<file path="config.mk">
export PLATFORM = sky130hd
export DESIGN_NAME = uart_fifo_register_block
export DESIGN_NICKNAME = d
export VERILOG_FILES = /design/src/design/ufr_pkg.sv /design/src/design/ufr_rx_fifo.sv /design/src/design/ufr_tx_timer.sv /design/src/design/uart_fifo_register_block.sv
export SDC_FILE = /design/constraint.sdc
export NUM_CORES = 1
export LEC_CHECK = 0
export ABC_AREA = 1
export CELL_PAD_IN_SITES_DETAIL_PLACEMENT = 1
export CELL_PAD_IN_SITES_GLOBAL_PLACEMENT = 1
export CORE_MARGIN = 2
export CORE_UTILIZATION = 25
export DETAILED_ROUTE_END_ITERATION = 16
export DONT_BUFFER_PORTS = 1
export MAX_ROUTING_LAYER = met4
export PLACE_DENSITY_LB_ADDON = 0.1
export SYNTH_ARGS = -nofsm -noshare
export SYNTH_HDL_FRONTEND = slang
export SYNTH_SLANG_ARGS = --single-unit
</file>
<file path="constraint.sdc">
create_clock -name clk_i -period 3.51 [get_ports clk_i]
set_clock_uncertainty 0.1 [all_clocks]
set_input_delay 0.351 -clock clk_i [delete_from_list [all_inputs] [get_ports clk_i]]
set_output_delay 0.351 -clock clk_i [all_outputs]
set_load 0.01 [all_outputs]
</file>
<file path="src/design/ufr_pkg.sv">
// ----------------------------------------------------------------------------
// ufr_pkg
// Shared types and codes for the UART register block with receive FIFO.
// ----------------------------------------------------------------------------
package ufr_pkg;

  typedef enum logic [1:0] {
    OP_READ   = 2'd0,
    OP_WRITE  = 2'd1,
    OP_TICK   = 2'd2,
    OP_INJECT = 2'd3
  } ufr_op_e;

  localparam logic [2:0] PORT_RX_DATA = 3'd0;
  localparam logic [2:0] PORT_RX_STAT = 3'd1;
  localparam logic [2:0] PORT_TX_DATA = 3'd2;
  localparam logic [2:0] PORT_TX_STAT = 3'd3;
  localparam logic [2:0] PORT_CONFIG  = 3'd4;

  localparam int unsigned CfgEnBit    = 0;
  localparam int unsigned CfgIeBit    = 1;
  localparam int unsigned CfgLoopBit  = 2;
  localparam int unsigned CfgDelayLsb = 8;

  localparam int unsigned StReadyBit = 0;
  localparam int unsigned StOvfBit   = 1;

  localparam logic [7:0] EMPTY_BYTE = 8'hff;

  typedef struct packed {
    logic push;
    logic pop;
    logic clr_ovf;
  } ufr_fifo_req_t;

  typedef struct packed {
    logic empty;
    logic full;
    logic overrun;
  } ufr_fifo_sts_t;

  typedef struct packed {
    logic send;
    logic tick;
    logic stop;
    logic clr_ovf;
  } ufr_tx_req_t;

  typedef struct packed {
    logic busy;
    logic overrun;
    logic cnt_zero;
  } ufr_tx_sts_t;

endpackage

</file>
<file path="src/design/ufr_rx_fifo.sv">
// ----------------------------------------------------------------------------
// ufr_rx_fifo
// Ring receive FIFO with fill count, overrun flag and registered read data.
// ----------------------------------------------------------------------------
module ufr_rx_fifo #(
  parameter int unsigned FIFO_DEPTH = 16
) (
  input  logic                   clk_i,
  input  logic                   rst_ni,
  input  ufr_pkg::ufr_fifo_req_t req_i,
  input  logic [7:0]             wr_data_i,
  output ufr_pkg::ufr_fifo_sts_t sts_o,
  output logic [7:0]             rd_data_o
);
  import ufr_pkg::*;

  localparam int unsigned AddrW = $clog2(FIFO_DEPTH);
  localparam int unsigned CntW  = $clog2(FIFO_DEPTH + 1);
  localparam logic [AddrW-1:0] LastAddr = AddrW'(FIFO_DEPTH - 1);
  localparam logic [CntW-1:0]  FullCnt  = CntW'(FIFO_DEPTH);

  logic [7:0]       mem_q [FIFO_DEPTH];
  logic [7:0]       rd_data_q;
  logic [AddrW-1:0] head_q, head_d, tail_q, tail_d;
  logic [CntW-1:0]  fill_q, fill_d;
  logic             ovf_q, ovf_d;
  logic             empty, full, do_push, do_pop;

  assign empty   = (fill_q == '0);
  assign full    = (fill_q == FullCnt);
  assign do_push = req_i.push && !full;
  assign do_pop  = req_i.pop && !empty;

  always_comb begin
    head_d = head_q;
    tail_d = tail_q;
    fill_d = fill_q;
    ovf_d  = ovf_q;
    if (do_push) begin
      tail_d = (tail_q == LastAddr) ? '0 : tail_q + 1'b1;
      fill_d = fill_q + 1'b1;
    end else if (do_pop) begin
      head_d = (head_q == LastAddr) ? '0 : head_q + 1'b1;
      fill_d = fill_q - 1'b1;
    end
    if (req_i.push && full) begin
      ovf_d = 1'b1;
    end else if (req_i.clr_ovf) begin
      ovf_d = 1'b0;
    end
  end

  always_ff @(posedge clk_i or negedge rst_ni) begin
    if (!rst_ni) begin
      head_q <= '0;
      tail_q <= '0;
      fill_q <= '0;
      ovf_q  <= 1'b0;
    end else begin
      head_q <= head_d;
      tail_q <= tail_d;
      fill_q <= fill_d;
      ovf_q  <= ovf_d;
    end
  end

  always_ff @(posedge clk_i) begin
    if (do_push) begin
      mem_q[tail_q] <= wr_data_i;
    end
    if (do_pop) begin
      rd_data_q <= mem_q[head_q];
    end
  end

  assign sts_o.empty   = empty;
  assign sts_o.full    = full;
  assign sts_o.overrun = ovf_q;
  assign rd_data_o     = rd_data_q;

endmodule

</file>
<file path="src/design/ufr_tx_timer.sv">
// ----------------------------------------------------------------------------
// ufr_tx_timer
// Transmit busy countdown and transmit overrun flag.
// ----------------------------------------------------------------------------
module ufr_tx_timer #(
  parameter int unsigned DELAY_BITS = 8
) (
  input  logic                  clk_i,
  input  logic                  rst_ni,
  input  ufr_pkg::ufr_tx_req_t  req_i,
  input  logic [DELAY_BITS-1:0] delay_i,
  output ufr_pkg::ufr_tx_sts_t  sts_o
);
  import ufr_pkg::*;

  logic                  busy_q, busy_d;
  logic                  ovf_q, ovf_d;
  logic [DELAY_BITS-1:0] cnt_q, cnt_d, cnt_dec;

  assign cnt_dec = (cnt_q != '0) ? cnt_q - 1'b1 : '0;

  always_comb begin
    busy_d = busy_q;
    cnt_d  = cnt_q;
    ovf_d  = ovf_q;
    if (req_i.stop) begin
      busy_d = 1'b0;
      cnt_d  = '0;
    end else if (req_i.send) begin
      if (busy_q) begin
        ovf_d = 1'b1;
      end else if (delay_i != '0) begin
        busy_d = 1'b1;
        cnt_d  = delay_i;
      end
    end else if (req_i.tick && busy_q) begin
      cnt_d = cnt_dec;
      if (cnt_dec == '0) begin
        busy_d = 1'b0;
      end
    end
    if (req_i.clr_ovf) begin
      ovf_d = 1'b0;
    end
  end

  always_ff @(posedge clk_i or negedge rst_ni) begin
    if (!rst_ni) begin
      busy_q <= 1'b0;
      cnt_q  <= '0;
      ovf_q  <= 1'b0;
    end else begin
      busy_q <= busy_d;
      cnt_q  <= cnt_d;
      ovf_q  <= ovf_d;
    end
  end

  assign sts_o.busy     = busy_q;
  assign sts_o.overrun  = ovf_q;
  assign sts_o.cnt_zero = (cnt_q == '0);

endmodule

</file>
<file path="src/design/uart_fifo_register_block.sv">
// ----------------------------------------------------------------------------
// uart_fifo_register_block
// UART register block: config word, receive FIFO, transmit busy timer.
//
//   channel | valid       | stall        | fields
//   --------+-------------+--------------+-----------------------------------
//   in      | in_valid_i  | in_stall_o   | op_i, port_i, wdata_i, rx_byte_i
//   out     | out_valid_o | out_stall_i  | rdata_o, irq_pulse_o, tx_valid_o,
//           |             |              | tx_byte_o
//
// One item per cycle while the output is not stalled; the accepting edge
// loads the input register, and the result register is loaded from it when
// the output advances. The decode and state update for an item sit between
// those two registers. Reset clears the config word, FIFO pointers and flags;
// FIFO contents are left as they are. A stalled output holds the result
// register and backs up into the input register.
// ----------------------------------------------------------------------------
module uart_fifo_register_block #(
  parameter int unsigned FIFO_DEPTH = 16,
  parameter int unsigned DELAY_BITS = 8
) (
  input  logic        clk_i,
  input  logic        rst_ni,
  input  logic        in_valid_i,
  output logic        in_stall_o,
  input  logic [1:0]  op_i,
  input  logic [2:0]  port_i,
  input  logic [31:0] wdata_i,
  input  logic [7:0]  rx_byte_i,
  output logic        out_valid_o,
  input  logic        out_stall_i,
  output logic [31:0] rdata_o,
  output logic        irq_pulse_o,
  output logic        tx_valid_o,
  output logic [7:0]  tx_byte_o
);
  import ufr_pkg::*;

  // input register
  logic        in_vld_q;
  ufr_op_e     op_q;
  logic [2:0]  port_q;
  logic [31:0] wdata_q;
  logic [7:0]  rxb_q;

  // result register
  logic        out_vld_q;
  logic [31:0] rdata_q;
  logic        pop_sel_q;
  logic        irq_q, txv_q;
  logic [7:0]  txb_q;

  logic [31:0] cfg_q, cfg_d;

  logic advance, fire, en;

  ufr_fifo_req_t fifo_req;
  ufr_fifo_sts_t fifo_sts;
  ufr_tx_req_t   tx_req;
  ufr_tx_sts_t   tx_sts;
  logic [7:0]    fifo_wdata, fifo_rdata;

  logic [31:0] rdata_d;
  logic        pop_sel_d, irq_d, txv_d;
  logic [7:0]  txb_d;

  assign advance    = !out_vld_q || !out_stall_i;
  assign fire       = in_vld_q && advance;
  assign in_stall_o = in_vld_q && !advance;
  assign en         = cfg_q[CfgEnBit];

  always_ff @(posedge clk_i or negedge rst_ni) begin
    if (!rst_ni) begin
      in_vld_q <= 1'b0;
    end else if (!in_stall_o) begin
      in_vld_q <= in_valid_i;
    end
  end

  always_ff @(posedge clk_i) begin
    if (in_valid_i && !in_stall_o) begin
      op_q    <= ufr_op_e'(op_i);
      port_q  <= port_i;
      wdata_q <= wdata_i;
      rxb_q   <= rx_byte_i;
    end
  end

  always_comb begin
    cfg_d      = cfg_q;
    rdata_d    = '0;
    pop_sel_d  = 1'b0;
    irq_d      = 1'b0;
    txv_d      = 1'b0;
    txb_d      = '0;
    fifo_req   = '0;
    fifo_wdata = rxb_q;
    tx_req     = '0;
    unique case (op_q)
      OP_READ: begin
        unique case (port_q)
          PORT_RX_DATA: begin
            if (en && !fifo_sts.empty) begin
              fifo_req.pop = 1'b1;
              pop_sel_d    = 1'b1;
            end else begin
              rdata_d = {24'd0, EMPTY_BYTE};
            end
          end
          PORT_RX_STAT: begin
            if (en) begin
              rdata_d[StReadyBit] = !fifo_sts.empty;
              rdata_d[StOvfBit]   = fifo_sts.overrun;
            end
          end
          PORT_TX_STAT: begin
            if (en) begin
              rdata_d[StReadyBit] = !tx_sts.busy;
              rdata_d[StOvfBit]   = tx_sts.overrun;
            end
          end
          PORT_CONFIG: rdata_d = cfg_q;
          default:     rdata_d = '0;
        endcase
      end
      OP_WRITE: begin
        unique case (port_q)
          PORT_RX_STAT: fifo_req.clr_ovf = wdata_q[StOvfBit];
          PORT_TX_DATA: begin
            if (en) begin
              tx_req.send = 1'b1;
              if (!tx_sts.busy) begin
                txv_d = 1'b1;
                txb_d = wdata_q[7:0];
                if (cfg_q[CfgLoopBit]) begin
                  fifo_req.push = 1'b1;
                  fifo_wdata    = wdata_q[7:0];
                  irq_d         = cfg_q[CfgIeBit];
                end
              end
            end
          end
          PORT_TX_STAT: tx_req.clr_ovf = wdata_q[StOvfBit];
          PORT_CONFIG: begin
            cfg_d       = wdata_q;
            tx_req.stop = !wdata_q[CfgEnBit];
          end
          default: ;
        endcase
      end
      OP_TICK: tx_req.tick = en && tx_sts.busy;
      OP_INJECT: begin
        if (en) begin
          fifo_req.push = 1'b1;
          irq_d         = cfg_q[CfgIeBit];
        end
      end
      default: ;
    endcase
    if (!fire) begin
      cfg_d    = cfg_q;
      fifo_req = '0;
      tx_req   = '0;
    end
  end

  ufr_rx_fifo #(
    .FIFO_DEPTH(FIFO_DEPTH)
  ) u_rx_fifo (
    .clk_i    (clk_i),
    .rst_ni   (rst_ni),
    .req_i    (fifo_req),
    .wr_data_i(fifo_wdata),
    .sts_o    (fifo_sts),
    .rd_data_o(fifo_rdata)
  );

  ufr_tx_timer #(
    .DELAY_BITS(DELAY_BITS)
  ) u_tx_timer (
    .clk_i  (clk_i),
    .rst_ni (rst_ni),
    .req_i  (tx_req),
    .delay_i(cfg_q[CfgDelayLsb +: DELAY_BITS]),
    .sts_o  (tx_sts)
  );

  always_ff @(posedge clk_i or negedge rst_ni) begin
    if (!rst_ni) begin
      cfg_q     <= '0;
      out_vld_q <= 1'b0;
    end else begin
      cfg_q <= cfg_d;
      if (advance) begin
        out_vld_q <= in_vld_q;
      end
    end
  end

  always_ff @(posedge clk_i) begin
    if (fire) begin
      rdata_q   <= rdata_d;
      pop_sel_q <= pop_sel_d;
      irq_q     <= irq_d;
      txv_q     <= txv_d;
      txb_q     <= txb_d;
    end
  end

  assign out_valid_o = out_vld_q;
  assign rdata_o     = pop_sel_q ? {24'd0, fifo_rdata} : rdata_q;
  assign irq_pulse_o = irq_q;
  assign tx_valid_o  = txv_q;
  assign tx_byte_o   = txb_q;

`ifndef SYNTH
  a_stall_needs_item: assert property (@(posedge clk_i) disable iff (!rst_ni)
    in_stall_o |-> in_vld_q)
    else $error("input stalled with empty input register");

  a_fifo_not_empty_and_full: assert property (@(posedge clk_i) disable iff (!rst_ni)
    !(fifo_sts.empty && fifo_sts.full))
    else $error("receive FIFO empty and full at once");

  a_busy_has_count: assert property (@(posedge clk_i) disable iff (!rst_ni)
    tx_sts.busy |-> !tx_sts.cnt_zero)
    else $error("transmitter busy with zero countdown");

  a_tx_result_no_rdata: assert property (@(posedge clk_i) disable iff (!rst_ni)
    (out_vld_q && txv_q) |-> (rdata_o == '0))
    else $error("transmit result carries read data");
`endif

endmodule
</file>
**Word-level counts from Yosys, hierarchy flattened**

Memory sizes are Yosys's and may differ from the RTL's. A register that Yosys moved wholly into a read port is not among the register bits.
Cells that the tools add are included.

- Muxes and demuxes: 61
- $add $sub $neg: 5
- Bitwise operators: 4
- Equal/unequal tests: 13
- Reductions and logical operators: 37

Operator list:

| operator | count |
|---|---|
| 8-bit 2-to-1 mux | 12 |
| 30-bit one-hot mux with 2 select lines | 1 |
| 1-bit 2-to-1 mux | 35 |
| 32-bit 2-to-1 mux | 1 |
| 8-bit nonzero test | 2 |
| 4-bit 2-to-1 mux | 3 |
| 3-bit AND reduction | 4 |
| 5-bit 2-to-1 mux | 2 |
| 1-bit logical AND | 9 |
| 4-bit by 1-bit adder with 4-bit output (second input constant) | 2 |
| 4-bit == test (second input constant) | 2 |
| 1-bit logical NOT | 8 |
| 8-bit logical NOT | 1 |
| 2-bit one-hot mux with 4 select lines | 1 |
| 2-bit nonzero test | 4 |
| 8-bit by 1-bit subtractor with 8-bit output (second input constant) | 1 |
| 3-bit by 2-bit == test with 1-bit output (second input constant) | 2 |
| 2-bit 2-to-1 mux | 3 |
| 3-bit nonzero test | 2 |
| 5-bit by 1-bit adder with 5-bit output (second input constant) | 1 |
| 5-bit == test (second input constant) | 1 |
| 5-bit logical NOT | 1 |
| 5-bit by 1-bit subtractor with 5-bit output (second input constant) | 1 |
| 2-bit == test (second input constant) | 2 |
| 14 further kinds | 19 |

- Memories: 1
- Register bits: 146
- Logic and storage cells: 140
- Input port bits: 49
- Memory bits (writable): 128

Memory list:

| name | depth | bits a word | rd ports | clocked after memory_dff | wr ports | RTL line | text |
|---|---|---|---|---|---|---|---|
| u_rx_fifo.mem_q | 16 | 8 | 1 | 1 | 1 | ufr_rx_fifo.sv:22 | `logic [7:0] mem_q [FIFO_DEPTH];` |

**Depth between registers and ports, before layout**

- Depth after elaboration: 10
- Gate-level depth with buffers: 14
- Depth with buffers taken out: 14

**Modules after synthesis**

A second synthesis with hierarchy kept.

- Cell total of the unflattened synthesis: 1,097
- Area total of the unflattened synthesis: 11,944.0 µm²

Modules (own cells, without submodules):

| module | cells an instance | times used | seq. area each (µm²) | area an instance (µm²) |
|---|---|---|---|---|
| ufr_rx_fifo | 523 | 1 | 4,434.3 | 6,212.2 |
| uart_fifo_register_block | 455 | 1 | 3,493.4 | 4,919.7 |
| ufr_tx_timer | 119 | 1 | 250.2 | 812.0 |

**Least setup slack after synthesis**

Ideal clock, no wire load.

- Kind: register -> register
- From: register out_vld_q (netlist: out_valid_o)
- To: register u_rx_fifo.fill_q[4]
- Library setup time: 0.116 ns
- Required time: 3.294 ns
- Arrival: 2.408 ns
- Slack: 0.886 ns
- Cell stages (with the launch flop): 13
- Clock period less this slack: 2.624 ns
- Cells stage by stage: dfrtp_1 nand2_1 nand2_1 inv_2 nand3_4 ha_1 nand2_1 nor2_1 a211oi_1 nand2b_1 nand2_1 nand2_1 nand2_1

- Cells in the longest elaborated chain, start to end: 6
- Elaborated cells on any way between the ends: 8

RTL lines:

| what | RTL line | text |
|---|---|---|
| start, declared | uart_fifo_register_block.sv:47 | `logic out_vld_q;` |
| start signal, assigned | uart_fifo_register_block.sv:195 | `out_vld_q <= in_vld_q;` |
| 1-bit logical NOT * | uart_fifo_register_block.sv:67 | `assign advance = !out_vld_q \|\| !out_stall_i;` |
| 1-bit logical OR * | uart_fifo_register_block.sv:67 |  |
| 1-bit logical AND * | uart_fifo_register_block.sv:68 | `assign fire = in_vld_q && advance;` |
| via fire | uart_fifo_register_block.sv:55 | `logic advance, fire, en;` |
| 3-bit 2-to-1 mux * | uart_fifo_register_block.sv:160 | `if (!fire) begin` |
| 1-bit logical AND, on equally long branches | ufr_rx_fifo.sv:31, ufr_rx_fifo.sv:32 |  |
| 5-bit 2-to-1 mux or 2-bit nonzero test (tied branches) | -- |  |
| end signal, assigned | ufr_rx_fifo.sv:62 | `fill_q <= fill_d;` |
| end, declared | ufr_rx_fifo.sv:25 | `logic [CntW-1:0] fill_q, fill_d;` |

Mark *: on every way through the listed nets, which the timed path passes. The rest lies on a longest branch.
A chain may end at the register's enable or synchronous reset.

**Final worst setup path**

- From: register cfg_q[0]
- To: register u_rx_fifo.fill_q[4]

- Cells in the longest elaborated chain, start to end: 7
- Elaborated cells on any way between the ends: 13

RTL lines:

| what | RTL line | text |
|---|---|---|
| start, declared | uart_fifo_register_block.sv:53 | `logic [31:0] cfg_q, cfg_d;` |
| start signal, assigned | uart_fifo_register_block.sv:193 | `cfg_q <= cfg_d;` |
| 1-bit logical AND | uart_fifo_register_block.sv:103 | `if (en && !fifo_sts.empty) begin` |
| 1-bit 2-to-1 mux | uart_fifo_register_block.sv:103 |  |
| 1-bit 2-to-1 mux | uart_fifo_register_block.sv:101 | `unique case (port_q)` |
| 1-bit 2-to-1 mux | -- |  |
| 3-bit 2-to-1 mux * | uart_fifo_register_block.sv:160 |  |
| 1-bit logical AND | ufr_rx_fifo.sv:32 | `assign do_pop = req_i.pop && !empty;` |
| 2-bit nonzero test (no source line) | -- |  |

Every way passes the cells marked *; elsewhere a longest branch is shown, timed or not.

==> impl_summary.txt <==
----------------------------------------------------
[Setup path]
  Data required time of the worst path ... 3.84 ns
  Reg-to-reg setup timing slack ... 0.96 ns
  Type of the worst setup path ... reg2reg
  Worst r2r src ... cfg_q[0]
  Biggest fanout along the worst timing path ... 17
  Endpoint of the worst register-to-register path ... u_rx_fifo.fill_q[4]
  Critical Path Source Type ... flip-flop
  Critical path data arrival time ... 2.88 ns
  Worst-case reg-to-reg path depth ... 13
  CP endpoint kind ... flip-flop

[Die]
  Boundary pin count ... 93
  Horizontal die dimension ... 220 um
  Initial core utilization ... 0.252
  Floorplan die height ... 220 um
  Core area ... 46400 um^2
  Die Outline Area ... 48500 um^2
  Number of rows in the core area ... 79

[Clocking]
  Insertion delay of the later-clocked pin in the worst-skew pair ... around 0.55 ns
  Clock transition at path regs ... 0.06 ns
  Root Buffer ... sky130_fd_sc_hd__clkbuf_16
  TritonCTS clock tree ... built
  Clk sinks ... 282
  Number of clock buffers inserted by TritonCTS ... 35
  Post-CTS setup buffers ... 0
  H-tree levels ... 2
  Quantity of gates resized following cts ... 0
  Number of hold buffers added after CTS ... 49
  Number of buffers between clock root and the deepest sink ... 3

[Placed design]
  Number of placed instances, taps included ... 1590
  Port-buffer cells ... 0
  Post-placement cell area ... between 10000 and 15000 um^2
  Weighted congestion reported at the end of routability-driven placement ... 0.734
  Final HPWL DP ... 21.5 mm

[Global route]
  Tot GR Track Use ... 0.141
  Overflow left after global routing ... 0
  Vias in the first global route ... 7753
  Maximum number of pins on one net before global-route repair ... 59
  Global-route wire length before repair ... about 49 mm
  Number of antenna violations at the first check in global routing ... 0

[Power]
  Power Dens Cells ... 620 nW/um^2
  Leakage power ... 5.35 nW
  Worst IR drop on VDD ... approximately 280 uV
  Switching part of the total ... 0.274
  Clock Power Share ... 0.401
  Power dissipated by switching net loads ... 0.00241 W
  Register share of total power ... 0.466
  Proportion of power drawn by combinational gates ... 0.133
  Internal ... 0.00638 W

[Min path]
  Classification of the worst-slack hold path ... in2async

[STA]
  Final Hold Violating Endpoints ... 0
  Post-route clock period utilization ... 0.728
  Slew at the pin closest to its max-slew limit ... 1.04 ns
  Minimum clock period ... 2.55 ns
  Max-slew violation total from the final report ... 0
  Final setup viols ... 0
  Unrepaired setup endpoints after global routing ... no
  Final-layout worst hold slack ... 0.279 ns
  Highest Clock Rate ... 392 MHz
  Summed negative setup slack over all endpoints ... 0 ns
  Worst slew slack as a fraction of its limit ... 0.307

[Finish]
  Post-route cell area ... 14200 um^2
  Diodes inserted ... 0
  Post-layout nets ... 1130
  Final cell count without fillers ... 1700
  Syn-to-layout area delta ... 21.3%
  Layout cells sized above 1 ... 0.145
  Leading cell type in the layout, fill and taps excluded ... sky130_fd_sc_hd__edfxtp_1
  # fillers ... ~5000
  Commonest non-fill, non-tap cells in the layout ... sky130_fd_sc_hd__edfxtp_1 (224), sky130_fd_sc_hd__nand2_1 (153), sky130_fd_sc_hd__nor2_1 (129), sky130_fd_sc_hd__inv_1 (82), sky130_fd_sc_hd__o21ai_0 (67)

[Route]
  Post-route antenna net violation count ... 0
  Post-detailed-route DRC marker count ... 0
  Initial drt markers ... 361
  Vias per cell ... 4.32
  Routed length per placed instance ... ~19 um
  Total routed wirelength ... 32.3 mm
  Drt pass-1 iters ... 6
  Total via count after detailed routing ... 7341

[Synth]
  Part of the Yosys area used for sequential elements ... 0.700
  Post-synthesis register bit count ... 282
  Main synth FF type ... sky130_fd_sc_hd__edfxtp_1
  Warnings, synthesis ... 0
  Async S/R FF share, synth ... 0.206
  Syn_nets ... 1045
  Distinct cell type count after synthesis ... 42
  Number of synthesized flops with an enable pin ... 224
  Synth Cell Area ... 11700 um^2
  Number of instances in the synthesized netlist ... 984
  Average footprint of a synthesized cell ... roughly 12 um^2

[Status]
  Status ... finished clean

[Run]
  Max_cap viols ... 0

----------------------------------------------------
## cell families (layout without fill, tap and decap cells)
kind of cell / Yosys count / after routing / share of synthesized area
flops: 282 / 282 / 0.700
buf+inv: 134 / 243 / 0.0456
xor+xnor: 7 / 7 / 0.00525
compound gates: 163 / 163 / 0.0788
mux: 24 / 24 / 0.0231
simple gates: 362 / 362 / 0.134
fa+ha+maj: 12 / 12 / 0.0135
## cell usage after synthesis, types with 5 or more instances
library cell	number	share of area
sky130_fd_sc_hd__mux2_2	24	0.023
sky130_fd_sc_hd__dfrtp_1	58	0.12
sky130_fd_sc_hd__o22ai_1	19	0.010
sky130_fd_sc_hd__o221ai_1	5	0.0037
sky130_fd_sc_hd__ha_1	11	0.012
sky130_fd_sc_hd__buf_2	12	0.0051
sky130_fd_sc_hd__o21ai_2	6	0.0045
sky130_fd_sc_hd__nand2_2	13	0.0070
sky130_fd_sc_hd__clkbuf_1	19	0.0061
sky130_fd_sc_hd__a21oi_1	43	0.018
sky130_fd_sc_hd__o21ai_0	75	0.032
sky130_fd_sc_hd__nor2_1	129	0.041
sky130_fd_sc_hd__a211oi_1	11	0.0071
sky130_fd_sc_hd__nor3_1	11	0.0047
sky130_fd_sc_hd__edfxtp_1	224	0.58
sky130_fd_sc_hd__inv_1	84	0.027
sky130_fd_sc_hd__nand3_1	32	0.014
sky130_fd_sc_hd__nand4_1	9	0.0048
sky130_fd_sc_hd__nand2_1	154	0.049
sky130_fd_sc_hd__inv_2	10	0.0032
sky130_fd_sc_hd__xor2_1	7	0.0052
## metrics by stage
stage          power [W]  setup WS (ns)  utilization
6_report         0.00879          0.956        0.306
5_1_grt          0.00924          0.676        0.306
4_1_cts          0.00896          0.905        0.306
3_5_place_dp     0.00531          0.910        0.271
3_3_place_gp     0.00531          0.956        0.271
2_1_floorplan    0.00489          0.886            -
## how the worst max path moves through the flow
stage | slack [ns] | to | start | cells past startpoint
after global placement | 0.96 | u_rx_fifo.fill_q[4] | port_q[2] | 14
after detailed placement | 0.91 | u_rx_fifo.mem_q[12][2] | cfg_q[0] | 8
after global routing | 0.68 | u_rx_fifo.mem_q[12][0] | cfg_q[0] | 8
final | 0.96 | u_rx_fifo.fill_q[4] | cfg_q[0] | 13
after floorplan | 0.89 | u_rx_fifo.fill_q[4] | out_valid_o | 12
after CTS | 0.91 | u_rx_fifo.mem_q[12][6] | cfg_q[0] | 8
## cell type report
type,count,area [um^2],share of cell area
clock inverters,16,153,0.0108
well taps,607,759,0.0536
flip-flops and latches,282,8180,0.577
repair buffers,83,776,0.0547
multi-input cells,568,2980,0.210
inverters,99,375,0.0265
clock buffers,45,955,0.0673
## state kept, by name (all words and copies together), names as in the netlist
register,cells
cfg_q,32
u_tx_timer.busy_q,1
u_rx_fifo.tail_q,4
out_valid_o,1
u_rx_fifo.mem_q,128
u_rx_fifo.fill_q,5
irq_pulse_o,1
tx_byte_o,8
u_tx_timer.ovf_q,1
pop_sel_q,1
u_rx_fifo.head_q,4
u_rx_fifo.ovf_q,1
u_tx_timer.cnt_q,8
tx_valid_o,1
rdata_q,32
rxb_q,8
wdata_q,32
op_q,2
port_q,3
in_vld_q,1
u_rx_fifo.rd_data_o,8
## power groups by stage
stage / clock [W] / sequential, W / combinational (W)
floorplan: 0 / 0.00410 / 0.000790
global placement: 0 / 0.00416 / 0.00115
detailed placement: 0 / 0.00417 / 0.00114
CTS: 0.00365 / 0.00410 / 0.00121
global route: 0.00376 / 0.00414 / 0.00135
finish: 0.00353 / 0.00409 / 0.00117
## worst max-delay path, stage by stage, from the launching register on
cell and delay, ns:
sky130_fd_sc_hd__dfrtp_1 0.50, sky130_fd_sc_hd__nand3_1 0.12, sky130_fd_sc_hd__nor2_1 0.14, sky130_fd_sc_hd__nand2_2 0.20
sky130_fd_sc_hd__nand2_2 0.16, sky130_fd_sc_hd__nand3_4 0.17, sky130_fd_sc_hd__ha_1 0.39, sky130_fd_sc_hd__nand2_1 0.08
sky130_fd_sc_hd__nor2_1 0.04, sky130_fd_sc_hd__a211oi_1 0.22, sky130_fd_sc_hd__nand2b_1 0.16, sky130_fd_sc_hd__nand2_1 0.06
sky130_fd_sc_hd__nand2_1 0.05, sky130_fd_sc_hd__nand2_1 0.04
## per-layer routing
layer | vias up | GRT usage | routed length (um)
li1 | 3568 | - | -
met1 | 3620 | 0.190 | 15600
met2 | 101 | 0.213 | 14800
met3 | 52 | 0.0264 | 1180
met4 | 0 | 0.0465 | 755
met5 | - | - | 0
No activity file was read; power rests on OpenSTA's default activity.
